`src/sv/czs_pkg.sv`:
```
// ----------------------------------------------------------------------------
// czs_pkg
// Shared types and constants of the column z-score standardiser.
// ----------------------------------------------------------------------------
package czs_pkg;

  localparam int MaxSamples = 64;
  localparam int AddrW      = $clog2(MaxSamples);
  localparam int CountW     = $clog2(MaxSamples + 1);
  localparam int SumW       = 38;
  localparam int DvdW       = 86;
  localparam int DvsW       = 43;
  localparam int NbW        = 7;
  localparam int StdW       = 43;

  typedef struct packed {
    logic signed [31:0] sample;
    logic               final_sample;
  } sample_t;

  typedef struct packed {
    logic signed [31:0] zscore;
    logic               final_result;
  } result_t;

  // Write port of the sample store.
  typedef struct packed {
    logic             en;
    logic [AddrW-1:0] addr;
    logic [31:0]      data;
  } mem_wr_t;

  // One column handed from the front to the back.
  typedef struct packed {
    logic                   valid;
    logic [CountW-1:0]      count;
    logic signed [SumW-1:0] sum;
  } job_t;

  typedef struct packed {
    logic job_pop;
    logic run_done;
  } back_status_t;

  // Request to the shared divider: dividend left-aligned, nb quotient bits.
  typedef struct packed {
    logic            start;
    logic [DvdW-1:0] dividend;
    logic [NbW-1:0]  nb;
    logic [DvsW-1:0] divisor;
  } div_req_t;

  typedef struct packed {
    logic            busy;
    logic            done;
    logic [DvdW-1:0] quotient;
  } div_rsp_t;

endpackage

```
`src/sv/czs_div.sv`:
```
// ----------------------------------------------------------------------------
// czs_div
// Shared restoring divider, one quotient bit per cycle.
// ----------------------------------------------------------------------------
module czs_div
  import czs_pkg::*;
(
  input  logic     clk_i,
  input  logic     rst_ni,
  input  div_req_t req_i,
  output div_rsp_t rsp_o
);

  logic            busy_q, busy_d;
  logic            done_q, done_d;
  logic [NbW-1:0]  cnt_q, cnt_d;
  logic [DvdW-1:0] dvd_q, dvd_d;
  logic [DvsW-1:0] dvs_q, dvs_d;
  logic [DvsW-1:0] rem_q, rem_d;
  logic [DvsW:0]   trial;

  assign trial = {rem_q, dvd_q[DvdW-1]};

  always_comb begin
    busy_d = busy_q;
    done_d = 1'b0;
    cnt_d  = cnt_q;
    dvd_d  = dvd_q;
    dvs_d  = dvs_q;
    rem_d  = rem_q;
    if (req_i.start) begin
      busy_d = 1'b1;
      cnt_d  = req_i.nb;
      dvd_d  = req_i.dividend;
      dvs_d  = req_i.divisor;
      rem_d  = '0;
    end else if (busy_q) begin
      // Quotient bits enter at the bottom as the dividend leaves at the top.
      if (trial >= {1'b0, dvs_q}) begin
        rem_d = DvsW'(trial - {1'b0, dvs_q});
        dvd_d = {dvd_q[DvdW-2:0], 1'b1};
      end else begin
        rem_d = trial[DvsW-1:0];
        dvd_d = {dvd_q[DvdW-2:0], 1'b0};
      end
      cnt_d = cnt_q - NbW'(1);
      if (cnt_q == NbW'(1)) begin
        busy_d = 1'b0;
        done_d = 1'b1;
      end
    end
  end

  always_ff @(posedge clk_i or negedge rst_ni) begin
    if (!rst_ni) begin
      busy_q <= 1'b0;
      done_q <= 1'b0;
      cnt_q  <= '0;
    end else begin
      busy_q <= busy_d;
      done_q <= done_d;
      cnt_q  <= cnt_d;
    end
  end

  always_ff @(posedge clk_i) begin
    dvd_q <= dvd_d;
    dvs_q <= dvs_d;
    rem_q <= rem_d;
  end

  assign rsp_o.busy     = busy_q;
  assign rsp_o.done     = done_q;
  assign rsp_o.quotient = dvd_q;

endmodule

```
`config.mk`:
```
export PLATFORM = sky130hd
export DESIGN_NAME = czs_div
export DESIGN_NICKNAME = d
export VERILOG_FILES = /design/src/sv/czs_pkg.sv /design/src/sv/czs_div.sv
export SDC_FILE = /design/constraint.sdc
export NUM_CORES = 1
export LEC_CHECK = 0
export BUFFER_PORTS_ARGS = -buffer_cell sky130_fd_sc_hd__clkbuf_2
export CORE_UTILIZATION = 50
export CTS_CLUSTER_SIZE = 28
export DETAILED_ROUTE_END_ITERATION = 8
export GPL_TIMING_DRIVEN = 1
export PLACE_DENSITY = 0.82
export RECOVER_POWER = 100
export SLEW_MARGIN = 10
export SYNTH_ARGS = -nofsm -noshare
export SYNTH_HDL_FRONTEND = slang
export SYNTH_SLANG_ARGS = --single-unit
```
`constraint.sdc`:
```
create_clock -name clk_i -period 2.8 [get_ports clk_i]
set_input_delay 0.28 -clock clk_i [delete_from_list [all_inputs] [get_ports clk_i]]
set_output_delay 0.28 -clock clk_i [all_outputs]
set_load 0.02 [all_outputs]
```
Word-level counts from Yosys, hierarchy flattened
Index checks and enable logic that the tools add are counted.
W data, S select, Z words.
{ "word_totals": {"word_cells": 23, "inputBits": 139, "mem_bits_rw": 0, "out_inout_bits": 88, "ff_bits": 181, "latch_bits": 0, "memories": 0, "rom_bits": 0} }
{ "classes": {"n_div": 0, "n_addsub": 2, "reduce_logical": 1, "bitwise_logic": 0, "eq_ne": 1, "n_mul": 0, "magnitude_cmp": 1, "n_shift": 0, "mux": 12} }
{ "ops": {"columns": ["op", "count"], "rows": [
  ["$mux W86", 2],
  ["$ge A44 B43 Y1", 1],
  ["$mux W43", 1],
  ["$sub A43 B43 Y43", 1],
  ["$mux W7", 2],
  ["$eq A7 B1 Y1 const B", 1],
  ["$mux W1", 7],
  ["$sub A7 B1 Y7 const B", 1],
  ["$reduce_bool A2 Y1", 1]
]} }

Logic depth before layout (Yosys ltp)
Gate-level depths: netlist of run 1.
{ "depth": {"depth_word": 4, "ltp_mapped": 15, "depth_no_buf": 12} }

Worst setup path after synthesis of run 1
Ideal clock, no wire load.
{ "synth_timing": {"path_kind": "reg2reg", "start": "register busy_q", "end": "register dvd_q[0] (enable)", "setup_slack_ns": -0.301, "required_ns": 2.360, "setup_time_ns": 0.440, "t_arrival_ns": 2.661, "period_less_slack_ns": 3.101, "path_buffers": 2, "path_stages_with_launch": 5, "cell_sequence": "dfrtp_1 > clkbuf_1 > clkbuf_1 > nor2_1 > inv_1"} }
{ "synth_between": {"elab_chain_len": 1} }
{ "synth_rtl": {"columns": ["item", "line_no", "source"], "rows": [
  ["start: declaration", "czs_div.sv:14", "logic busy_q, busy_d;"],
  ["start signal: assignment", "czs_div.sv:60", "busy_q <= busy_d;"],
  ["$reduce_bool A2 Y1 (no line)", null, null],
  ["end signal: assignment", "czs_div.sv:67", "dvd_q <= dvd_d;"],
  ["end: declaration", "czs_div.sv:17", "logic [DvdW-1:0] dvd_q, dvd_d;"]
]} }
No other way between the ends.
A chain may end at the register's enable or synchronous reset.

Worst setup path in the final report of run 1
{ "layout_timing": {"start": "register dvd_q[85]", "end": "register rem_q[17]"} }
{ "layout_between": {"elab_chain_len": 2, "elab_cells_between_ends": 3, "cone_classes": "1 x add/sub; 1 x order compare; 1 x mux"} }
{ "layout_rtl": {"columns": ["item", "line_no", "source"], "rows": [
  ["$sub A43 B43 Y43 or $ge A44 B43 Y1 (tied branches)", "czs_div.sv:40, czs_div.sv:39", null],
  ["$mux W43 *", "czs_div.sv:39", "if (trial >= {1'b0, dvs_q}) begin"],
  ["end signal: assignment", "czs_div.sv:69", "rem_q <= rem_d;"],
  ["end: declaration", "czs_div.sv:19", "logic [DvsW-1:0] rem_q, rem_d;"]
]} }
Mark *: on every way between the ends. The rest lies on a longest branch, timed or not.

==> results of run 1 <==
==> cell type report <==
class	count	area, um^2
fillers	1487	6190
flip-flops and latches	181	4960
multi-input cells	623	4930
repair buffers	372	2380
clock buffers	17	425
well taps	265	332
inverters	62	236
clock inverters	15	198
diodes	1	2.50
==> worst max-delay path: stages, from the launching register on <==
cell and delay [ps]:
edfxtp_1 410, inv_2 80, ha_4 130, fa_2 200, nor2b_2 50, o31a_1 280
o311ai_2 320, a21oi_2 100, o21a_1 210, or2_4 300, buf_12 160, buf_4 140
mux2i_1 110, a211oi_1 230
==> registers in the layout, indices dropped and copies added, names as in the netlist <==
signal	count
busy_q	1
cnt_q	7
done_q	1
dvd_q	86
dvs_q	43
rem_q	43
==> routing by layer <==
layer / track usage (%) / up-vias / part of all wire (%)
li1: - / 4056 / -
met1: 29.4 / 4004 / 39
met2: 45.9 / 327 / 50
met3: 7.62 / 63 / 6.9
met4: 12.3 / 0 / 4.0
met5: 0 / - / 0
==> final timing paths <==
path | from | slack [ps] | depth (start not counted) | endpoint
hold / removal | req_i[5] | 20 | 1 | dvs_q[5]
hold reg to reg | rem_q[41] | 480 | 2 | rem_q[41]
min in group asynchronous | rst_ni | 240 | 2 | cnt_q[5]
setup / recovery | dvd_q[85] | -40 | 13 | rem_q[17]
setup reg to reg | dvd_q[85] | -40 | 13 | rem_q[17]
max in group asynchronous | rst_ni | 2340 | 2 | busy_q
==> timing repair <==
item | 4_1_cts | 5_1_grt
endpoints found under the setup margin | 31 | 44
gates cloned | 1 | 0
gates resized for setup | 27 | 55
hold buffers | 13 | 4
pin swaps | 18 | 29
endpoints found under the hold margin | 21 | 4
setup buffers | 9 | 10
==> placed cells by master, fill, tap and decap left out, drive strengths merged, types with 10 or more instances in the layout <==
cell type,synthesis,layout
a21o,23,23
mux2i,22,22
a21oi,63,63
o21ai,49,49
dlygate4sd3,0,17
clkbuf,22,242
nand4,15,15
nor3,12,12
inv,62,68
mux2,89,89
xor2,11,11
nand2,62,62
dfxtp,43,43
o211ai,10,10
edfxtp,129,129
ha,45,45
buf,28,130
nor2,68,68
xnor2,25,25
a211oi,30,30
==> power groups by stage <==
stage / clock network [mW] / registers, mW / logic [mW]
6_report: 2.50 / 3.73 / 5.77
5_1_grt: 2.64 / 3.79 / 6.26
4_1_cts: 2.53 / 3.71 / 5.38
3_5_place_dp: 0 / 3.75 / 5.06
3_3_place_gp: 0 / 3.73 / 4.97
2_1_floorplan: 0 / 3.89 / 3.22
==> logic make-up (layout without fill, tap and decap cells) <==
logic type / Yosys count / in the layout
AND/OR/NAND/NOR: 204 / 204
other: 0 / 1
buffers and inverters: 112 / 466
multiplexers: 111 / 111
XOR/XNOR: 36 / 36
flip-flops: 181 / 181
adder cells (fa/ha/maj): 46 / 46
AO/OA/AOI/OAI: 226 / 226
==> stage by stage <==
step	cell area (um^2)	instances	utilization (%)	power, mW
6_report	13500	1536	68.5	12.0
5_1_grt	13500	1536	68.5	12.7
4_1_cts	13100	1521	66.8	11.6
3_5_place_dp	12200	1467	61.9	8.82
3_3_place_gp	12200	1467	61.9	8.70
2_1_floorplan	10100	916	-	7.10
==> flow_summary_export.csv, run 1 <==
group,metric,value,unit
die,core_area,19700,um^2
die,num_io_pins,227,
route,drc_errors,0,
yosys,synth_nets,1101,
yosys,synth.area.top_cells,"edfxtp_1, mux2_2, dfxtp_1",
yosys,synth_compound_area_share,15.4,%
pwr,seqPwrFrac,31.1,%
run_status,status,"finished, violations left",
route,drt_pass1_iterations,6,
yosys,synth-simple-area-share,9.40,%
yosys,synth_xor_area_share,3.12,%
pwr,p_sw_share,37.9,%
yosys,yosysSeqAreaShare,49.1,%
timing,hold_violations,0,
worst_setup_path,end_kind,"flip-flop",
timing,setup_violations,8,
die,design.die.area,20800,um^2
die,die_h,144,um
yosys,yosysMostFrequentCell,"edfxtp_1",
cells_and_area,fin_nets,1442,
yosys,syn_inst,916,
route,ant_nets,0,
grt,overflow,0,
grt,grt_max_degree,83,
timing,relSlewSlack,60.5,%
cells_and_area,area_growth,33.3,%
clocking,clockBufferDepth,2,
timing,fmax,0.352,GHz
clocking,cts_tree,"built",
grt,antenna_found_initial,1,
grt,grt_pass1_vias,8532,
grt,grt_use_total,26.3,%
pwr,p_per_area,891,nW/um^2
yosys,synth_flop_cell,"edfxtp_1",
worst_setup_path,arrival,3180,ps
grt,grt_pass1_wl,41.5,mm
clocking,cts-root-buf,"clkbuf_16",
yosys,ys_top_cells_by_count,"edfxtp_1, mux2_2, nor2_1",
yosys,synth_top_area_share,38.4,%
die,rows,51,
place,hpwlAfterDp,19.9,mm
yosys,synth_top_family_by_area,"compound AO/OA/AOI/OAI gates",
route,drtIter0Drc,468,
pwr,p_comb_share,48.1,%
clocking,cts.htree.levels,4,
die,die_width,144,um
die,start_util,51.4,%
timing,worst_slew_pin_slew,590,ps
route,vias,8450,
route,wl_per_cell,17.8,um
worst_setup_path,worstSetupStartpointType,"flip-flop",
route,routed_wl,27.3,mm
place,dp_slack,-271,ps
timing,fin_worst_skew,15.3,ps
timing,setup_slack,-36.9,ps
yosys,synth.distinct_cells,73,
worst_setup_path,crit_path_max_fanout,7,
timing,drv_slew,0,
yosys,avgSynthCellArea,11.0,um^2
place,finalWeightedCongestion,0.949,
cells_and_area,final_layout_size_suffix_gt1_share,43.2,%
pwr,power_switching,4.55,mW
clocking,clk_latency,440,ps
worst_setup_path,crit_type,"flip-flop to flip-flop",
yosys,yosys.area.top_type,"edfxtp_1",
place,port-buffer-count,226,
yosys,yosys.area_share.adder,5.77,%
clocking,cts.sinks,181,
clocking,cts.clk_slew.worst_paths,80,ps
clocking,cts-buffers-inserted,17,
yosys,synth_edf_count,129,
yosys,ys_ff_latch,181,
pwr,p_leak,6.02,nW
hold_path,hold_path_class,"input pin to flip-flop",
timing,hold_ws,16.1,ps
route,vias_per_cell,5.50,
pwr,p_int,7.45,mW
yosys,synth_area,10100,um^2
timing,fin_crit,2840,ps
yosys,synthMuxAreaShare,12.1,%
run_status,violations,"negative setup slack",
timing,rsz0062_at_grt,"true",
timing,min_period_over_period,101,%
yosys,async_reset_ff_share,4.97,%
worst_setup_path,cp.required,3140,ps
pwr,ir_drop,548,uV
job,cap_violations,0,
timing,tns,-129,ps
yosys,synth-warning-count,0,
pwr,pwr-share-clk,20.8,%
No activity file was read; power rests on OpenSTA's default activity.
==> inputs of run 2 (changes only) <==
--- a/config.mk
+++ b/config.mk
@@ -5,13 +5,14 @@
 export SDC_FILE = /design/constraint.sdc
 export NUM_CORES = 1
 export LEC_CHECK = 0
-export BUFFER_PORTS_ARGS = -buffer_cell sky130_fd_sc_hd__clkbuf_2
-export CORE_UTILIZATION = 50
+export CORE_UTILIZATION = 58
 export CTS_CLUSTER_SIZE = 28
 export DETAILED_ROUTE_END_ITERATION = 8
+export DONT_BUFFER_PORTS = 1
 export GPL_TIMING_DRIVEN = 1
-export PLACE_DENSITY = 0.82
+export PLACE_DENSITY = 0.8
 export RECOVER_POWER = 100
+export REMOVE_ABC_BUFFERS = 1
 export SLEW_MARGIN = 10
 export SYNTH_ARGS = -nofsm -noshare
 export SYNTH_HDL_FRONTEND = slang
==> run 2 against run 1 <==
  * The run still ends with negative setup slack left
  * Utilization rose by 5.3 points
  * Sequential cell count did not move
  * Cell count fell by 18%
  * Worst hold slack improved by 33 ps
  * Clock skew fell by 2.9 ps
  * Critical path depth did not move
  * Design area fell by 7.9%
  * Via count fell by 8.0%
  * Critical endpoint is now rem_q[40]
  * Clock-buffer cell count did not move
  * First-iteration DRC count rose by 37%
  * Die area fell by 14%
  * Combinational power fell by 9.5%
==> flow_summary_export.csv, run 2 (same netlist as run 1, synthesis figures left out) <==
group,metric,value,unit
grt,overflow,0,
timing,fin_crit,2970,ps
route,vias_per_cell,6.16,
pwr,ir_drop,699,uV
clocking,clockBufferDepth,2,
clocking,cts_tree,"built",
pwr,p_comb_share,44.5,%
cells_and_area,regMostFlops,"dvd_q",
timing,setup_violations,37,
timing,fin_worst_skew,12.4,ps
grt,grt_max_degree,96,
clocking,cts-buffers-inserted,17,
job,cap_violations,0,
timing,drv_slew,0,
timing,hold_violations,0,
cells_and_area,final_layout_size_suffix_gt1_share,28.3,%
clocking,cts.sinks,181,
die,core_area,16800,um^2
clocking,clk_latency,440,ps
die,die_width,134,um
worst_setup_path,crit_type,"flip-flop to flip-flop",
die,design.die.area,17900,um^2
timing,setup_slack,-173,ps
worst_setup_path,cp.required,3130,ps
pwr,p_leak,5.07,nW
pwr,power_switching,4.54,mW
die,die_h,134,um
grt,grt_use_total,28.7,%
cells_and_area,fin_nets,1212,
route,drc_errors,0,
clocking,cts.clk_slew.worst_paths,90,ps
place,hpwlAfterDp,16.9,mm
route,vias,7772,
place,port-buffer-count,0,
cells_and_area,final_common_cell,"edfxtp_1",
run_status,status,"finished, violations left",
pwr,pwr-share-clk,21.6,%
die,rows,47,
pwr,seqPwrFrac,33.9,%
timing,min_period_over_period,106,%
cells_and_area,largest_reg_flops,86,
place,finalWeightedCongestion,0.949,
die,start_util,60.0,%
pwr,p_sw_share,38.6,%
pwr,power.total,11.7,mW
route,wl_per_cell,20.8,um
cells_and_area,layout_common_cells,"edfxtp_1, mux2_2, buf_4",
cells_and_area,area_growth,22.8,%
timing,worst_slew_pin_slew,872,ps
cells_and_area,reg_top3,"dvd_q x86, dvs_q x43, rem_q x43",
grt,grt_pass1_wl,40.0,mm
route,routed_wl,26.2,mm
die,num_io_pins,227,
route,drt_pass1_iterations,6,
cells_and_area,stdcell_count,1262,
worst_setup_path,rr_startpoint,"dvd_q[85]",
run_status,violations,"negative setup slack",
pwr,p_per_area,947,nW/um^2
grt,antenna_found_initial,4,
worst_setup_path,crit_path_max_fanout,4,
timing,relSlewSlack,41.9,%
clocking,cts-root-buf,"clkbuf_16",
grt,grt_pass1_vias,7614,
place,dp_slack,-159,ps
worst_setup_path,arrival,3300,ps
route,ant_nets,0,
route,drtIter0Drc,639,
hold_path,hold_path_class,"input pin to flip-flop",
place,dp_cells,1161,
clocking,cts.htree.levels,4,
timing,rsz0062_at_grt,"true",
pwr,p_int,7.21,mW
worst_setup_path,end_kind,"flip-flop",
worst_setup_path,setup.worst_path.start,"dvd_q[85]",
timing,fmax,0.336,GHz
hold_path,hp-start,"req_i[110]",
worst_setup_path,worstSetupStartpointType,"flip-flop",
[run 2: cell types whose count changed in the layout (fill, tap and decap cells not counted), sizes merged]
cell	previous run	this run
clkbuf	242	18
buf	130	89
dlygate4sd3	17	52
clkinvlp	1	0
diode	1	2
inv	68	69
[run 2: worst max-delay path: stages, from the launching register on]
cell and delay, ps:
edfxtp_1 420, inv_2 60, ha_4 160, fa_2 370, nor2b_2 160, o31a_1 240
buf_4 140, o31a_1 160, o211ai_1 100, o211ai_1 250, a211oi_2 140, a211oi_2 270
mux2i_1 120, o31a_1 250
[run 2: final cells by class]
type | instances | area [um^2]
clock inverter | 15 | 211
sequential | 181 | 4960
tap | 220 | 275
timing repair buffer | 142 | 1320
fill | 1136 | 4410
multi-input combinational | 623 | 4970
inverter | 62 | 234
clock buffer | 17 | 425
antenna | 2 | 5.00
[run 2: layer usage]
metal	global-route usage, %	wire (um)	vias to the layer above
li1	-	-	3606
met1	36.3	10400	3675
met2	46.5	12700	411
met3	8.65	2280	74
met4	10.5	739	6
met5	0	37	-
[run 2: power groups by stage]
stage / combinational, mW / sequential (mW) / clock, mW
global placement: 4.26 / 3.99 / 0
CTS: 4.66 / 3.97 / 2.56
finish: 5.22 / 3.98 / 2.54
global route: 5.63 / 4.03 / 2.65
floorplan: 3.03 / 3.90 / 0
detailed placement: 4.34 / 4.01 / 0
[run 2: timing repair]
action                                 4_1_cts  5_1_grt
gates cloned                                 0        1
gates resized for setup                     32       68
pin swaps                                   24       25
hold buffers                                53        0
endpoints found under the hold margin      139        0
setup endpoints to repair                   41       44
buffers inserted                             3       10
[run 2: stage by stage]
stage	setup TNS [ps]	utilization, %	instance area (um^2)	hold WS [ps]
5_1_grt	-7930	73.7	12400	25.9
3_3_place_gp	-2500	63.6	10700	-15.4
6_report	-2490	73.8	12400	48.8
4_1_cts	-292	71.7	12100	4.78
3_5_place_dp	-3210	63.6	10700	-15.2
2_1_floorplan	-141350	-	9820	-15.6
[run 2: final timing paths]
check,to,slack [ps],depth (start not counted)
min reg2reg,rem_q[41],480,2
max in group asynchronous,busy_q,2250,1
min in group asynchronous,cnt_q[2],220,1
max reg2reg,rem_q[40],-170,13
min,dvd_q[60],50,1
max,rem_q[40],-170,13
==> inputs of run 3 (changes only) <==
--- a/config.mk
+++ b/config.mk
@@ -5,7 +5,7 @@
 export SDC_FILE = /design/constraint.sdc
 export NUM_CORES = 1
 export LEC_CHECK = 0
-export CORE_UTILIZATION = 58
+export CORE_UTILIZATION = 60
 export CTS_CLUSTER_SIZE = 28
 export DETAILED_ROUTE_END_ITERATION = 8
 export DONT_BUFFER_PORTS = 1
==> constraint.sdc (replaced) <==
create_clock -name clk_i -period 3.6 [get_ports clk_i]
set_input_delay 0.36 -clock clk_i [delete_from_list [all_inputs] [get_ports clk_i]]
set_output_delay 0.36 -clock clk_i [all_outputs]
set_load 0.02 [all_outputs]
==> run 3 against run 2 <==
  * Die area decreased by 3.3%
  * Routed wire length down 9.9%
  * The run ends with max-capacitance violations, max-slew violations left
  * Sequential share of layout area is 5.1 points higher
  * Utilization fell by 7.2 points
  * Largest power group is now sequential cells
  * Worst setup slack improved by 450 ps
  * Critical path type unchanged
  * Clock power shrank 22%
  * Via count shrank 9.9%
==> flow_summary_export.csv, run 3 (same netlist as run 1, synthesis figures left out) <==
group,metric,value,unit
run_status,status,"finished, violations left",
run_status,violations,"max-capacitance violations, max-slew violations",
worst_setup_path,end_kind,"flip-flop",
clocking,cts-root-buf,"clkbuf_16",
timing,fmax,0.301,GHz
timing,relSlewSlack,-40.0,%
route,drtIter0Drc,660,
grt,globalRouteMet3Util,8.19,%
die,start_util,61.1,%
grt,overflow,0,
clocking,cts_setup_buffers,0,
route,drc_errors,0,
pwr,seqPwrFrac,38.2,%
grt,grtUsageMet2,44.7,%
grt,grt_pass1_vias,6698,
grt,grt_pass1_wl,36.4,mm
pwr,power.total,8.08,mW
timing,setup_violations,0,
grt,grt_busiest_layer,"met2",
clocking,clk_latency,440,ps
pwr,p_comb_share,37.2,%
clocking,cts_tree,"built",
route,vias_per_cell,6.09,
timing,hold_ws,15.9,ps
die,die_h,132,um
timing,rsz0062_at_grt,"false",
timing,drv_slew,160,
cells_and_area,regMostFlops,"dvd_q",
die,die_width,132,um
timing,min_period_over_period,92.4,%
grt,grt_max_degree,171,
grt,grt_use_total,27.4,%
pwr,p_leak,4.44,nW
die,design.die.area,17400,um^2
hold_path,hold_path_class,"input pin to flip-flop",
worst_setup_path,crit_type,"flip-flop to flip-flop",
clocking,cts.htree.levels,4,
die,core_area,16500,um^2
cells_and_area,fin_nets,1099,
clocking,cts.sinks,181,
die,num_io_pins,227,
cells_and_area,largest_reg_flops,86,
timing,fin_worst_skew,15.7,ps
timing,fin_crit,3330,ps
worst_setup_path,worstSetupStartpointType,"flip-flop",
place,hpwlAfterDp,16.7,mm
grt,antenna_found_initial,4,
timing,hold_violations,0,
pwr,pwr-share-clk,24.6,%
hold_path,hold_depth,0,
grt,use_met1,34.3,%
place,port-buffer-count,0,
route,wl_per_cell,20.6,um
worst_setup_path,cp.required,3920,ps
route,ant_nets,0,
worst_setup_path,arrival,3650,ps
cells_and_area,layout_common_cells,"edfxtp_1, mux2_2, nor2_1",
pwr,power_switching,3.08,mW
die,rows,47,
cells_and_area,final_layout_size_suffix_gt1_share,16.2,%
route,vias,6999,
pwr,p_sw_share,38.2,%
place,finalWeightedCongestion,0.917,
pwr,ir_drop,451,uV
route,routed_wl,23.6,mm
cells_and_area,area_growth,8.93,%
clocking,cts-buffers-inserted,17,
pwr,p_int,5.00,mW
worst_setup_path,ff2ff_path_depth,13,
route,drt_pass1_iterations,5,
timing,worst_slew_pin_slew,2100,ps
worst_setup_path,crit_path_max_fanout,15,
clocking,clockBufferDepth,2,
clocking,cts.clk_slew.worst_paths,80,ps
job,cap_violations,2,
cells_and_area,reg_top3,"dvd_q x86, dvs_q x43, rem_q x43",
pwr,p_per_area,735,nW/um^2
cells_and_area,final_common_cell,"edfxtp_1",
[run 3: changes by cell type in the layout (fill, tap and decap cells not counted), sizes merged]
cell | before | now
clkinv | 8 | 11
clkbuf | 18 | 23
clkinvlp | 0 | 1
dlygate4sd3 | 52 | 17
bufinv | 0 | 1
buf | 89 | 6
inv | 69 | 64
[run 3: critical path, stage by stage (launching register included)]
cell,delay [ps]
edfxtp_1,350
inv_1,50
ha_1,210
fa_1,400
nor2b_1,190
o31a_1,250
o311ai_0,140
a21oi_1,270
o21a_1,180
or2_2,300
clkbuf_2,400
o311ai_0,200
mux2i_1,190
o21ai_0,90
[run 3: routing by layer]
| metal | up-vias | share of wire [%] |
|---|---|---|
| li1 | 3381 | - |
| met1 | 3306 | 42 |
| met2 | 271 | 48 |
| met3 | 37 | 7.5 |
| met4 | 4 | 2.4 |
| met5 | - | 0.14 |
[run 3: area by class of cell]
cell class                 count  area (um^2)
inverter                      62          234
tap                          220          275
multi-input combinational    623         4620
timing repair buffer          29          254
antenna                        2         5.00
sequential                   181         4960
clock inverter                15          230
fill                        1271         5520
clock buffer                  17          425
[run 3: timing repair]
item | 4_1_cts | 5_1_grt
gates resized for setup | 0 | 0
hold buffers | 16 | 1
endpoints found under the hold margin | 26 | 1
[run 3: final timing paths]
kind	from	to	slack, ps
hold / removal	req_i[7]	dvs_q[7]	20
min in group asynchronous	rst_ni	cnt_q[4]	290
hold reg to reg	rem_q[12]	rem_q[12]	510
setup reg to reg	dvd_q[85]	rem_q[41]	270
max in group asynchronous	rst_ni	busy_q	2980
setup / recovery	dvd_q[85]	rem_q[41]	270
[run 3: through the flow]
step | instance area [um^2] | std cells | utilization, % | worst slack [ps] | setup TNS, ps
global route | 11000 | 1149 | 66.6 | 157 | 0
global placement | 10200 | 1098 | 61.8 | 529 | 0
floorplan | 9820 | 866 | - | -437 | -40350
CTS | 11000 | 1146 | 66.8 | 431 | 0
finish | 11000 | 1149 | 66.6 | 275 | 0
detailed placement | 10200 | 1098 | 61.8 | 456 | 0
[run 3: power by group through the flow]
| stage | clock (mW) | combinational, mW | sequential (mW) |
|---|---|---|---|
| floorplan | 0 | 2.36 | 3.03 |
| CTS | 2.02 | 3.01 | 3.09 |
| global route | 2.10 | 3.31 | 3.13 |
| detailed placement | 0 | 2.97 | 3.13 |
| finish | 1.99 | 3.01 | 3.09 |
| global placement | 0 | 2.91 | 3.12 |
