File: config.mk
export PLATFORM = sky130hd
export DESIGN_NAME = czs_front
export DESIGN_NICKNAME = d
export VERILOG_FILES = /design/src/sv/czs_pkg.sv /design/src/sv/czs_front.sv
export SDC_FILE = /design/constraint.sdc
export NUM_CORES = 1
export LEC_CHECK = 0
export ABC_AREA = 1
export BUFFER_PORTS_ARGS = -buffer_cell sky130_fd_sc_hd__buf_2
export CELL_PAD_IN_SITES_DETAIL_PLACEMENT = 0
export CELL_PAD_IN_SITES_GLOBAL_PLACEMENT = 1
export CORE_UTILIZATION = 30
export CTS_CLUSTER_SIZE = 10
export DETAILED_ROUTE_END_ITERATION = 12
export HOLD_SLACK_MARGIN = 0.02
export MAX_ROUTING_LAYER = met4
export PLACE_DENSITY_LB_ADDON = 0.1
export SYNTH_ARGS = -nofsm -noshare
export SYNTH_HDL_FRONTEND = slang
export SYNTH_SLANG_ARGS = --single-unit
File: constraint.sdc
create_clock -name clk_i -period 3.3 [get_ports clk_i]
set_clock_uncertainty 0.1 [all_clocks]
set_input_delay 0.33 -clock clk_i [delete_from_list [all_inputs] [get_ports clk_i]]
set_output_delay 0.33 -clock clk_i [all_outputs]
set_load 0.02 [all_outputs]
File: src/sv/czs_pkg.sv
// ----------------------------------------------------------------------------
// czs_pkg
// Shared types and constants of the column z-score standardiser.
// ----------------------------------------------------------------------------
package czs_pkg;

  localparam int MaxSamples = 64;
  localparam int AddrW      = $clog2(MaxSamples);
  localparam int CountW     = $clog2(MaxSamples + 1);
  localparam int SumW       = 38;
  localparam int DvdW       = 86;
  localparam int DvsW       = 43;
  localparam int NbW        = 7;
  localparam int StdW       = 43;

  typedef struct packed {
    logic signed [31:0] sample;
    logic               final_sample;
  } sample_t;

  typedef struct packed {
    logic signed [31:0] zscore;
    logic               final_result;
  } result_t;

  // Write port of the sample store.
  typedef struct packed {
    logic             en;
    logic [AddrW-1:0] addr;
    logic [31:0]      data;
  } mem_wr_t;

  // One column handed from the front to the back.
  typedef struct packed {
    logic                   valid;
    logic [CountW-1:0]      count;
    logic signed [SumW-1:0] sum;
  } job_t;

  typedef struct packed {
    logic job_pop;
    logic run_done;
  } back_status_t;

  // Request to the shared divider: dividend left-aligned, nb quotient bits.
  typedef struct packed {
    logic            start;
    logic [DvdW-1:0] dividend;
    logic [NbW-1:0]  nb;
    logic [DvsW-1:0] divisor;
  } div_req_t;

  typedef struct packed {
    logic            busy;
    logic            done;
    logic [DvdW-1:0] quotient;
  } div_rsp_t;

endpackage

File: src/sv/czs_front.sv
// ----------------------------------------------------------------------------
// czs_front
// Accepts samples, writes them to the store, keeps count and running sum and
// hands a finished column to the back through a one-entry job queue.
// ----------------------------------------------------------------------------
module czs_front
  import czs_pkg::*;
(
  input  logic         clk_i,
  input  logic         rst_ni,
  input  logic         push,
  output logic         full,
  input  sample_t      in_data_i,
  input  back_status_t status_i,
  output mem_wr_t      mem_wr_o,
  output job_t         job_o
);

  logic                   accept;
  logic                   has_room;
  logic [CountW-1:0]      count_q, count_d;
  logic signed [SumW-1:0] sum_q, sum_d;
  logic                   wait_q, wait_d;
  job_t                   job_q, job_d;

  assign full     = wait_q;
  assign accept   = push && !wait_q;
  assign has_room = count_q < CountW'(MaxSamples);

  assign mem_wr_o.en   = accept && has_room;
  assign mem_wr_o.addr = count_q[AddrW-1:0];
  assign mem_wr_o.data = in_data_i.sample;
  assign job_o         = job_q;

  always_comb begin
    count_d = count_q;
    sum_d   = sum_q;
    wait_d  = wait_q;
    job_d   = job_q;
    if (status_i.job_pop) begin
      job_d.valid = 1'b0;
    end
    if (status_i.run_done) begin
      wait_d = 1'b0;
    end
    if (accept) begin
      if (has_room) begin
        count_d = count_q + CountW'(1);
        sum_d   = sum_q + SumW'(in_data_i.sample);
      end
      if (in_data_i.final_sample) begin
        // A column holds at least one sample; the closing sample is stored while there is room.
        job_d.valid = 1'b1;
        job_d.count = count_d;
        job_d.sum   = sum_d;
        count_d     = '0;
        sum_d       = '0;
        wait_d      = 1'b1;
      end
    end
  end

  always_ff @(posedge clk_i or negedge rst_ni) begin
    if (!rst_ni) begin
      count_q <= '0;
      sum_q   <= '0;
      wait_q  <= 1'b0;
      job_q   <= '0;
    end else begin
      count_q <= count_d;
      sum_q   <= sum_d;
      wait_q  <= wait_d;
      job_q   <= job_d;
    end
  end

endmodule

---- Word level (Yosys, flattened, before mapping) ----
Cells that the tools add are included.
storage, ports and cells
  flip-flop bits (word level) ............. 92
  latch bits .............................. 0
  RAM bits ................................ 0
  bits in read-only memories .............. 0
  memories ................................ 0
operators by class
  $add $sub $neg .......................... 2
  multiply operators ...................... 0
  divide/modulo/power cells ............... 0
  order comparisons ....................... 1
  equality and inequality tests ........... 0
  shift operators ......................... 0
  mux-type cells .......................... 10
  bitwise logic cells ..................... 0
  reductions and logical operators ........ 4
operator list
  cell                                                            number
  46-bit 2-to-1 mux                                               2
  38-bit 2-to-1 mux                                               2
  38-bit by 32-bit adder with 38-bit output                       1
  7-bit 2-to-1 mux                                                2
  7-bit by 1-bit adder with 7-bit output (second input constant)  1
  7-bit less-than comparator (second input constant)              1
  1-bit 2-to-1 mux                                                4
  1-bit logical AND                                               2
  2-bit AND reduction                                             1
  1-bit zero test                                                 1

---- Depth between registers and ports, before layout ----
Gate-level depths: netlist of run 1.
  depth after elaboration ................. 4
  gate-level depth with buffers ........... 16

---- Worst setup path after synthesis of run 1 ----
Ideal clock, no wire load.
  kind .................................... reg-to-reg
  start point ............................. register sum_q[0]
  end point ............................... register job_q, in the netlist job_o[22]
  setup time .............................. 0.117 ns
  arrival ................................. 1.831 ns
  required time ........................... 3.083 ns
  path slack .............................. 1.251 ns
  cell stages (with the launch flop) ...... 16
  path buffers ............................ 0
  period minus slack after synthesis ...... 2.049 ns
  path through ............................ dfrtp_1 ha_1 inv_1 fa_1 inv_1 nand3_1 nand3_1 nand2_1 nand2_1 nand3_1 nand2_1 nand2_1 nand3_1 nand3_1 nand3_1 nand2_1
between the ends
  word-level cells in the longest chain between the ends .. 2
RTL lines
  element                                    RTL line         source
  from (decl)                                czs_front.sv:22  logic signed [SumW-1:0] sum_q, sum_d;
  from (signal assigned)                     czs_front.sv:71  sum_q <= sum_d;
  38-bit by 32-bit adder with 38-bit output  czs_front.sv:49  sum_d = sum_q + SumW'(in_data_i.sample);
  38-bit 2-to-1 mux                          czs_front.sv:47  if (has_room) begin
  to (signal assigned)                       czs_front.sv:73  job_q <= job_d;
  to (decl)                                  czs_front.sv:24  job_t job_q, job_d;
No other way between the ends.
A chain may end at the register's enable or synchronous reset.

---- Final worst setup path of run 1 ----
  start point ............................. register sum_q[0]
  end point ............................... register job_q, in the netlist job_o[14]
Same word-level chain as after synthesis.

==> impl_results.md, run 1 <==
- Status: finished clean
- Synth top area share: 0.329
- Worst slew margin: 0.522
- Worst VDD drop: 0.295 mV
- Worst Hold Slack: 38.4 ps
- CP arrival: 2830 ps
- Drt first-iter violations: 318
- Worst-path fanout max: 4
- Yosys top cell by area: dfrtp_1
- Worst-Skew Late Latency: 360 ps
- Clock tree buffer depth: 2
- Unrepaired setup endpoints after global routing: no
- Antenna Cells: 0
- WP data required: 3480 ps
- Total power: 6.58 mW
- Global-route usage over all layers: 0.199
- Synth cell types: 38
- # rows: 55
- LEAKAGE: 4.53 nW
- # Post-CTS Setup Buffers: 0
- Tcrit/Tclk final: 0.803
- TritonCTS clock tree: done
- Share of layout cells above drive strength 1: 0.183
- Multi-input logic area: 3830 um^2
- Total Nets Final: 1200
- Register cell area after layout: 2300 um^2
- Register area share after synthesis: 0.329
- Die Span Y: 155 um
- Final instance area: 8000 um^2
- Root Buffer: clkbuf_16
- Final WL: 22300 um
- WL/cell: 15.5 um
- Fmax: 0.377 GHz
- Die width: 155 um
- Yosys warns: 0
- Crit-path cells: ha_1 > inv_1 > fa_1 > inv_1 > nand3_1 > nand3_1 > nand2_1 > nand2_1 > nand3_1 > nand2_1 > nand2_1 > nand3_1 > o21ai_1 > o21ai_0
- Drt first pass iters: 5
- Synth area leaders: dfrtp_1 (33%), nand2_1 (21%), ha_1 (6.8%)
- Logic pwr share: 0.554
- Resize count post-CTS: 0
- Core area: 22800 um^2
- Worst Hold Class: input pin to flop
- Psw: 3.26 mW
- Count of pins over their slew limit: 0
- Total congestion overflow: 0
- Cell area power density: 823 nW/um^2
- Worst setup SP type: flop
- Non-Filler Instances: 1441
- Total Neg Setup Slack: 0 ps
- Synthesized cell area: 7000 um^2
- IO Pins: 124
- Slowest cell on the critical path: fa_1
- Flop pwr share: 0.280
- Number of vias per cell: 4.58
- Final Hold Viols: 0
- Clock Power Share: 0.166
- Clock-pin slew on the worst setup and hold paths: 80 ps
- Final ANT Viol Nets: 0
- Synth Instances: 1042
- Drt drc: 0
- WS Path Type: flop to flop
- Area grow syn2layout: 14.3%
- CP max stage delay: 450 ps
- CTS Buf Count: 9
- IO Port Bufs: 123
- Max Cap Viol: 0
- CP top delay family: simple AND/OR/NAND/NOR gates
- Starting Density: 0.307
- H-tree Lvls: 3
- CP endpoint kind: flop
- Fill cells: 2546
- First-pass GRT wire length: 35400 um
- Placed cell count: 1424
- Buf/Inv on CP: 2
- Net Sw Frac: 0.495
- Die area: 24000 um^2
- Pin count of the biggest net entering global routing: 53
- Vias in the first global route: 6370
- Slew @ Worst Pin: 717 ps
- Detailed Place HPWL: 17300 um
- Sink Count: 92
- Placed inst area: 7690 um^2
- Placer congestion estimate: 0.856
- Via count: 6604
- Antenna violations before repair: 0
- Post-layout min period: 2650 ps
- Number of synthesized register bits: 92
- Int Pwr: 3.32 mW
- Post-Syn Area per Cell: 6.72 um^2
- Net Count, Synth: 1119
- # setup viols final: 0
[stage by stage]
step | utilization | worst slack (ps)
2_1_floorplan | - | 1250
3_3_place_gp | 0.338 | 623
3_5_place_dp | 0.338 | 606
4_1_cts | 0.351 | 647
5_1_grt | 0.351 | 360
6_report | 0.351 | 650
[cell usage in the layout, fill, tap and decap left out, types with 10 or more instances in the layout]
cell	instances
nand2_1	385
buf_2	122
inv_1	120
dfrtp_1	92
nand3_1	91
nor2_1	58
o21ai_0	45
ha_1	38
a21oi_1	29
or2_2	17
nand3_2	12
xor2_1	11
nor2_2	10
buf_4	10
[path summary, 6_finish.rpt]
kind / depth (start not counted) / slack (ps) / to / startpoint
setup / recovery: 14 / 650 / job_o[14]$_DFFE_PN0P_ / sum_q[0]$_DFFE_PN0P_
hold / removal: 2 / 40 / job_o[45]$_DFF_PN0_ / status_i[1]
setup reg to reg: 14 / 650 / job_o[14]$_DFFE_PN0P_ / sum_q[0]$_DFFE_PN0P_
hold reg to reg: 2 / 380 / job_o[0]$_DFFE_PN0P_ / job_o[0]$_DFFE_PN0P_
max in group asynchronous: 3 / 1940 / job_o[36]$_DFFE_PN0P_ / rst_ni
min in group asynchronous: 2 / 460 / job_o[4]$_DFFE_PN0P_ / rst_ni
[cells by family (layout without fill, tap and decap cells)]
kind of cell,Yosys count,count (layout),share of synthesized area
muxes,5,5,0.00715
buffers and inverters,188,274,0.125
AOI/OAI and AO/OA,105,105,0.0840
and+or+nand+nor,596,596,0.363
adders and majority gates,39,39,0.0708
xor gates and xnor gates,17,17,0.0213
DFF,92,92,0.329
[timing repair]
action,in CTS,in global routing
hold buffers,1,0
endpoints found under the hold margin,51,0
setup endpoints to repair,0,0
[synth_stat cells, drive strengths merged]
cell,number
nand2,394
inv,124
nand3,103
dfrtp,92
nor2,68
o21ai,52
buf,49
ha,38
a21oi,33
or2,20
clkbuf,15
xor2,11
nor3,7
o21bai,6
xnor2,6
mux2i,5
o22ai,5
a21o,3
o211ai,2
a211oi,1
a21boi,1
a22o,1
a31oi,1
and2,1
fa,1
nand3b,1
nand4,1
nor4,1
[worst register-to-register path, cell delays in order, from the launching register on]
cell and delay (ps):
dfrtp_1 390, ha_1 220, inv_1 70, fa_1 450
inv_1 130, nand3_1 90, nand3_1 210, nand2_1 80
nand2_1 100, nand3_1 110, nand2_1 170, nand2_1 70
nand3_1 130, o21ai_1 110, o21ai_0 150
[power by group through the flow]
stage | logic (mW) | registers [mW] | clock network, mW
floorplan | 2.32 | 2.10 | 0
global route | 4.13 | 1.90 | 1.18
detailed placement | 3.68 | 1.86 | 0
global placement | 3.70 | 1.86 | 0
finish | 3.65 | 1.84 | 1.09
CTS | 3.70 | 1.84 | 1.14
[flip-flops by register name (all words and copies together) (netlist names)]
signal,cells
count_q,7
job_o,46
full,1
sum_q,38
[layer usage]
metal	track usage	up-vias	wire length, um
li1	-	3419	-
met4	0.0415	0	216
met1	0.253	3041	10600
met5	-	-	0
met3	0.0213	13	520
met2	0.343	131	10900
[final cells by class]
class | count | share of cell area
multi-input cells | 762 | 0.478
flip-flops and latches | 92 | 0.288
repair buffers | 134 | 0.0894
inverters | 124 | 0.0582
well taps | 313 | 0.0489
clock buffers | 9 | 0.0281
clock inverters | 7 | 0.00907
Power figures use the tool's default switching activity.
==> inputs of run 2 (changes only) <==
==> constraint.sdc (replaced) <==
create_clock -name clk_i -period 2.2 [get_ports clk_i]
set_clock_uncertainty 0.1 [all_clocks]
set_input_delay 0.22 -clock clk_i [delete_from_list [all_inputs] [get_ports clk_i]]
set_output_delay 0.22 -clock clk_i [all_outputs]
set_load 0.02 [all_outputs]
==> run 2 against run 1 <==
Net effect: global-route usage up 0.21 points; maximum frequency increased by 21%; clock power is 52% higher; sequential share of layout area is 4.5 points lower; setup slack got worse by 640 ps; final cell count up 6.5%.
==> impl_results.md, run 2 (synthesis results as in run 1) <==
- Core area: 22800 um^2 (unchanged)
- CP arrival: 2350 ps (was 2830 ps)
- Worst Hold Slack: 234 ps (was 38.4 ps)
- Final ANT Viol Nets: 0 (unchanged)
- Total Nets Final: 1293 (was 1200)
- CTS Buf Count: 9 (unchanged)
- Drt drc: 0 (unchanged)
- Total congestion overflow: 0 (unchanged)
- Fill cells: 2436 (was 2546)
- Drt first pass iters: 6 (was 5)
- Fmax: 0.456 GHz (was 0.377 GHz)
- Logic pwr share: 0.618 (was 0.554)
- Area grow syn2layout: 35.7% (was 14.3%)
- IO Port Bufs: 123 (unchanged)
- WL/cell: 14.8 um (was 15.5 um)
- Worst setup path startpoint: sum_q[0]$_DFFE_PN0P_ (unchanged)
- CP endpoint kind: flop (unchanged)
- Detailed Place HPWL: 17600 um (was 17300 um)
- H-tree Lvls: 3 (unchanged)
- Pin count of the biggest net entering global routing: 48 (was 53)
- R2r endpoint: sum_q[36]$_DFFE_PN0P_ (was job_o[14]$_DFFE_PN0P_)
- Worst-path fanout max: 4 (unchanged)
- Share of layout cells above drive strength 1: 0.345 (was 0.183)
- Worst-Skew Late Latency: 360 ps (about the same)
- Vias in the first global route: 6816 (was 6370)
- Starting Density: 0.307 (unchanged)
- Number of vias per cell: 4.52 (was 4.58)
- TritonCTS clock tree: done (unchanged)
- WS Path Type: flop to flop (unchanged)
- Die Span Y: 155 um (unchanged)
- # setup viols final: 0 (unchanged)
- First-pass GRT wire length: 36100 um (was 35400 um)
- Non-Filler Instances: 1534 (was 1441)
- Clock Power Share: 0.142 (was 0.166)
- Post-layout min period: 2190 ps (was 2650 ps)
- Root Buffer: clkbuf_16 (unchanged)
- Clock tree buffer depth: 2 (unchanged)
- Unrepaired setup endpoints after global routing: yes (was no)
- Sink Count: 92 (unchanged)
- LEAKAGE: 5.15 nW (was 4.53 nW)
- R2r setup slk: 7 ps (was 650 ps)
- Commonest non-fill, non-tap cell in the layout: nand2_1 (unchanged)
- Placed cell count: 1509 (was 1424)
- Placer congestion estimate: 0.887 (was 0.856)
- Worst setup SP type: flop (unchanged)
- Worst setup endpoint: sum_q[36]$_DFFE_PN0P_ (was job_o[14]$_DFFE_PN0P_)
- Worst slew margin: 0.548 (was 0.522)
- Most frequent cells in the layout: nand2_1 (350), buf_2 (122), inv_1 (116), buf_4 (97), dfrtp_1 (92) (was nand2_1 (385), buf_2 (122), inv_1 (120), dfrtp_1 (92), nand3_1 (91))
- Tcrit/Tclk final: 0.997 (was 0.803)
- Count of pins over their slew limit: 0 (unchanged)
- Die width: 155 um (unchanged)
- Int Pwr: 6.23 mW (was 3.32 mW)
- Via count: 6929 (was 6604)
- Final WL: 22700 um (was 22300 um)
- Worst Hold Class: input pin to async pin (was input pin to flop)
- WP data required: 2350 ps (was 3480 ps)
- IO Pins: 124 (unchanged)
- Share of the core filled with cells: 0.417 (was 0.351)
- Max Cap Viol: 0 (unchanged)
- Worst VDD drop: 0.539 mV (was 0.295 mV)
- Slew @ Worst Pin: 677 ps (was 717 ps)
- R2R depth: 14 (unchanged)
- Clock-pin slew on the worst setup and hold paths: 80 ps (about the same)
- Status: finished clean (unchanged)
- Number of flip-flops under the largest register name: 46 (unchanged)
- Psw: 5.47 mW (was 3.26 mW)
- Antenna violations before repair: 0 (unchanged)
- Worst reg2reg path startpoint: sum_q[0]$_DFFE_PN0P_ (unchanged)
- Cell area power density: 1230 nW/um^2 (was 823 nW/um^2)
- Flop pwr share: 0.240 (was 0.280)
- Die area: 24000 um^2 (unchanged)
- Final Hold Viols: 0 (unchanged)
- Total Neg Setup Slack: 0 ps (unchanged)
- Antenna Cells: 0 (unchanged)
- Net Sw Frac: 0.467 (was 0.495)
- Drt first-iter violations: 304 (was 318)
- Global-route usage over all layers: 0.202 (was 0.199)
- # rows: 55 (unchanged)
## run 2: changes by cell type in the layout (fill, tap and decap cells not counted), moves of 10 or more
cell,delta
nand3_1,-23
nand2_2,+26
a21oi_2,+12
nand3_2,+20
o21ai_0,-10
nand2_1,-35
a21oi_1,-14
buf_4,+87
ha_1,-31
ha_4,+26
## run 2: worst min path at each step
stage,startpoint,to,slack (ps),depth (start not counted)
final,rst_ni,job_o[5]$_DFFE_PN0P_,230,2
after global routing,rst_ni,job_o[5]$_DFFE_PN0P_,260,2
after CTS,rst_ni,job_o[5]$_DFFE_PN0P_,240,2
after detailed placement,rst_ni,job_o[5]$_DFFE_PN0P_,100,1
after global placement,rst_ni,sum_q[3]$_DFFE_PN0P_,100,1
after floorplan,rst_ni,count_q[0]$_DFFE_PN0P_,-180,0
## run 2: routing by layer
metal  GRT usage  up-vias  part of all wire
met5           -        -                 0
met4      0.0618        0             0.021
met3      0.0221       23             0.026
met2       0.350      126              0.49
met1       0.245     3181              0.46
li1            -     3599                 -
## run 2: area by class of cell
cell class	count	area [um^2]	area share
Multi-Input combinational cell	762	4590	0.483
Sequential cell	92	2300	0.242
Timing Repair Buffer	227	1450	0.153
Inverter	124	465	0.0490
Tap cell	313	392	0.0412
Clock buffer	9	225	0.0237
Clock inverter	7	75.1	0.00790
## run 2: per-stage QoR
step	area [um^2]	setup WS, ps	power (mW)
finish	9500	6.69	11.7
global route	9500	-120	12.8
CTS	8790	2.79	11.0
detailed placement	8360	-149	9.10
global placement	8360	-86.4	9.10
floorplan	7000	151	6.63
## run 2: power by group through the flow
stage	clock (mW)	combinational [mW]	sequential (mW)
after global routing	1.79	8.07	2.91
after floorplan	0	3.47	3.15
final	1.66	7.23	2.81
after global placement	0	6.33	2.76
after CTS	1.74	6.48	2.76
after detailed placement	0	6.34	2.76
## run 2: timing repair
action / 4_1_cts / 5_1_grt
endpoints found under the setup margin: 48 / 62
hold buffers: 3 / 0
endpoints found under the hold margin: 30 / 0
setup buffers: 1 / 5
pin swaps: 3 / 32
resized for setup: 20 / 145
## run 2: critical path, stage by stage, from the launching register on
cell and delay, ps:
dfrtp_1 360, ha_2 190, inv_2 40, fa_2 390, inv_2 80, nand3_2 80
nand3_4 90, buf_6 100, nand3b_1 120, nand3_2 150, nand2_2 80, nand3_2 70
nand3_2 100, nand3_1 90, nand2_1 50
==> inputs of run 3 (changes only) <==
--- a/config.mk
+++ b/config.mk
@@ -10,6 +10,7 @@
 export CELL_PAD_IN_SITES_DETAIL_PLACEMENT = 0
 export CELL_PAD_IN_SITES_GLOBAL_PLACEMENT = 1
 export CORE_UTILIZATION = 30
+export CTS_BUF_LIST = sky130_fd_sc_hd__clkbuf_8
 export CTS_CLUSTER_SIZE = 10
 export DETAILED_ROUTE_END_ITERATION = 12
 export HOLD_SLACK_MARGIN = 0.02
==> run 3 against run 2 <==
Net effect: via count is 0.79% lower; final cell count up 0.13%; non-clock buffer count rose by 2; highest routed layer unchanged; combinational power increased by 0.8%; sequential power is essentially flat; design area is 0.75% lower.
==> impl_results.md, run 3 (synthesis results as in run 1) <==
- IO Pins: 124 (unchanged)
- Antenna violations before repair: 0 (unchanged)
- Pin count of the biggest net entering global routing: 48 (unchanged)
- Detailed Place HPWL: 17600 um (unchanged)
- Max Cap Viol: 0 (unchanged)
- CP max stage delay: 390 ps (about the same)
- Worst Hold Class: input pin to async pin (unchanged)
- Area grow syn2layout: 34.7% (was 35.7%)
- Clock tree buffer depth: 2 (unchanged)
- Total congestion overflow: 0 (unchanged)
- Drt first-iter violations: 297 (was 304)
- Worst-Skew Late Latency: 400 ps (was 360 ps)
- Worst slew margin: 0.552 (was 0.548)
- CTS Buf Count: 9 (unchanged)
- Final ANT Viol Nets: 0 (unchanged)
- Core area: 22800 um^2 (unchanged)
- Die area: 24000 um^2 (unchanged)
- Final WL: 22800 um (was 22700 um)
- Most frequent cells in the layout: nand2_1 (342), buf_2 (122), inv_1 (114), buf_4 (99), dfrtp_1 (92) (was nand2_1 (350), buf_2 (122), inv_1 (116), buf_4 (97), dfrtp_1 (92))
- LEAKAGE: 5.11 nW (was 5.15 nW)
- PnR worst setup slack: 5.65 ps (was 6.69 ps)
- First-pass GRT wire length: 36100 um (about the same)
- Logic pwr share: 0.642 (was 0.618)
- Commonest non-fill, non-tap cell in the layout: nand2_1 (unchanged)
- Int Pwr: 5.90 mW (was 6.23 mW)
- Number of flip-flops under the largest register name: 46 (unchanged)
- Vias in the first global route: 6814 (was 6816)
- Buf/Inv on CP: 3 (unchanged)
- CP endpoint kind: flop (unchanged)
- Clock Power Share: 0.111 (was 0.142)
- CP arrival: 2430 ps (was 2350 ps)
- Tcrit/Tclk final: 0.997 (about the same)
- Flop pwr share: 0.247 (was 0.240)
- TritonCTS clock tree: done (unchanged)
- Placer congestion estimate: 0.887 (unchanged)
- Post-layout min period: 2190 ps (about the same)
- WP data required: 2430 ps (was 2350 ps)
- Root Buffer: clkbuf_8 (was clkbuf_16)
- Worst VDD drop: 0.445 mV (was 0.539 mV)
- Placed inst area: 8360 um^2 (unchanged)
- Cell area power density: 1200 nW/um^2 (was 1230 nW/um^2)
- H-tree Lvls: 3 (unchanged)
- # rows: 55 (unchanged)
- Worst setup SP type: flop (unchanged)
- Slowest cell on the critical path: fa_2 (unchanged)
- Final Hold Viols: 0 (unchanged)
- Total Nets Final: 1295 (was 1293)
- Die width: 155 um (unchanged)
- Antenna Cells: 0 (unchanged)
- Drt first pass iters: 4 (was 6)
- # setup viols final: 0 (unchanged)
- Cell repeated most along the worst path: nand3_2 (unchanged)
- Unrepaired setup endpoints after global routing: yes (unchanged)
- IO Port Bufs: 123 (unchanged)
- WL/cell: 14.9 um (was 14.8 um)
- Fmax: 0.456 GHz (about the same)
- Global-route usage over all layers: 0.201 (was 0.202)
- Psw: 5.47 mW (about the same)
- Sink Count: 92 (unchanged)
- Starting Density: 0.307 (unchanged)
- Net Sw Frac: 0.481 (was 0.467)
- Share of layout cells above drive strength 1: 0.355 (was 0.345)
- Crit-path cells: ha_2 > inv_2 > fa_2 > inv_2 > nand3_2 > nand3_4 > buf_6 > nand3b_1 > nand3_2 > or2_1 > nand3_2 > nand2_2 > nand2_1 > nand2_1 (was ha_2 > inv_2 > fa_2 > inv_2 > nand3_2 > nand3_4 > buf_6 > nand3b_1 > nand3_2 > nand2_2 > nand3_2 > nand3_2 > nand3_1 > nand2_1)
- Slew @ Worst Pin: 671 ps (was 677 ps)
- Die Span Y: 155 um (unchanged)
- Pre-CTS setup slack: -149 ps (unchanged)
- Count of pins over their slew limit: 0 (unchanged)
- Drt drc: 0 (unchanged)
- Total Neg Setup Slack: 0 ps (unchanged)
- WS Path Type: flop to flop (unchanged)
- Number of vias per cell: 4.48 (was 4.52)
- Status: finished clean (unchanged)
- Via count: 6874 (was 6929)
- Final instance area: 9430 um^2 (was 9500 um^2)
- Worst Hold Slack: 185 ps (was 234 ps)
- Clock-pin slew on the worst setup and hold paths: 120 ps (was 80 ps)
- CP top delay family: simple AND/OR/NAND/NOR gates (unchanged)
- Worst-path fanout max: 4 (unchanged)
[run 3: worst paths after layout]
kind                                        from                     to  slack [ps]  depth (start not counted)
hold / removal                            rst_ni   job_o[5]$_DFFE_PN0P_         180                          2
min in group clk_i                  in_data_i[0]  sum_q[18]$_DFFE_PN0P_         200                          5
hold reg to reg            job_o[18]$_DFFE_PN0P_  job_o[18]$_DFFE_PN0P_         380                          2
setup reg to reg            sum_q[0]$_DFFE_PN0P_  sum_q[20]$_DFFE_PN0P_           6                         14
max in group asynchronous                 rst_ni  sum_q[21]$_DFFE_PN0P_        1230                          3
setup / recovery            sum_q[0]$_DFFE_PN0P_  sum_q[20]$_DFFE_PN0P_           6                         14
[run 3: power by group through the flow]
stage,sequential [mW],combinational [mW],clock (mW)
floorplan,3.15,3.47,0
global placement,2.76,6.33,0
detailed placement,2.76,6.34,0
CTS,2.76,6.53,1.34
global route,2.90,8.14,1.38
finish,2.80,7.29,1.27
[run 3: what timing repair did]
action                     in CTS  in global routing
buffers inserted                0                  8
pin swaps                       3                 29
gates resized for setup        31                144
hold buffers                    3                  0
setup endpoints to repair      51                 61
hold endpoints to repair       50                  0
[run 3: per-layer routing]
metal  part of all wire  vias to the layer above  GRT usage
li1                   -                     3595          -
met1               0.46                     3139      0.245
met4              0.021                        0     0.0651
met5                  0                        -          -
met3              0.023                       24     0.0221
met2               0.49                      116      0.347
[run 3: cell type report]
cell class | count | area (um^2)
inverters | 124 | 465
flip-flops and latches | 92 | 2300
clock buffers | 9 | 124
repair buffers | 229 | 1470
clock inverters | 7 | 75.1
well taps | 313 | 392
multi-input cells | 762 | 4610
fillers | 2450 | 13300
[run 3: stage by stage]
stage	std cells	util	total power, mW
2_1_floorplan	1042	-	6.63
3_3_place_gp	1509	0.367	9.10
3_5_place_dp	1509	0.367	9.10
4_1_cts	1528	0.384	10.6
5_1_grt	1536	0.414	12.4
6_report	1536	0.414	11.4
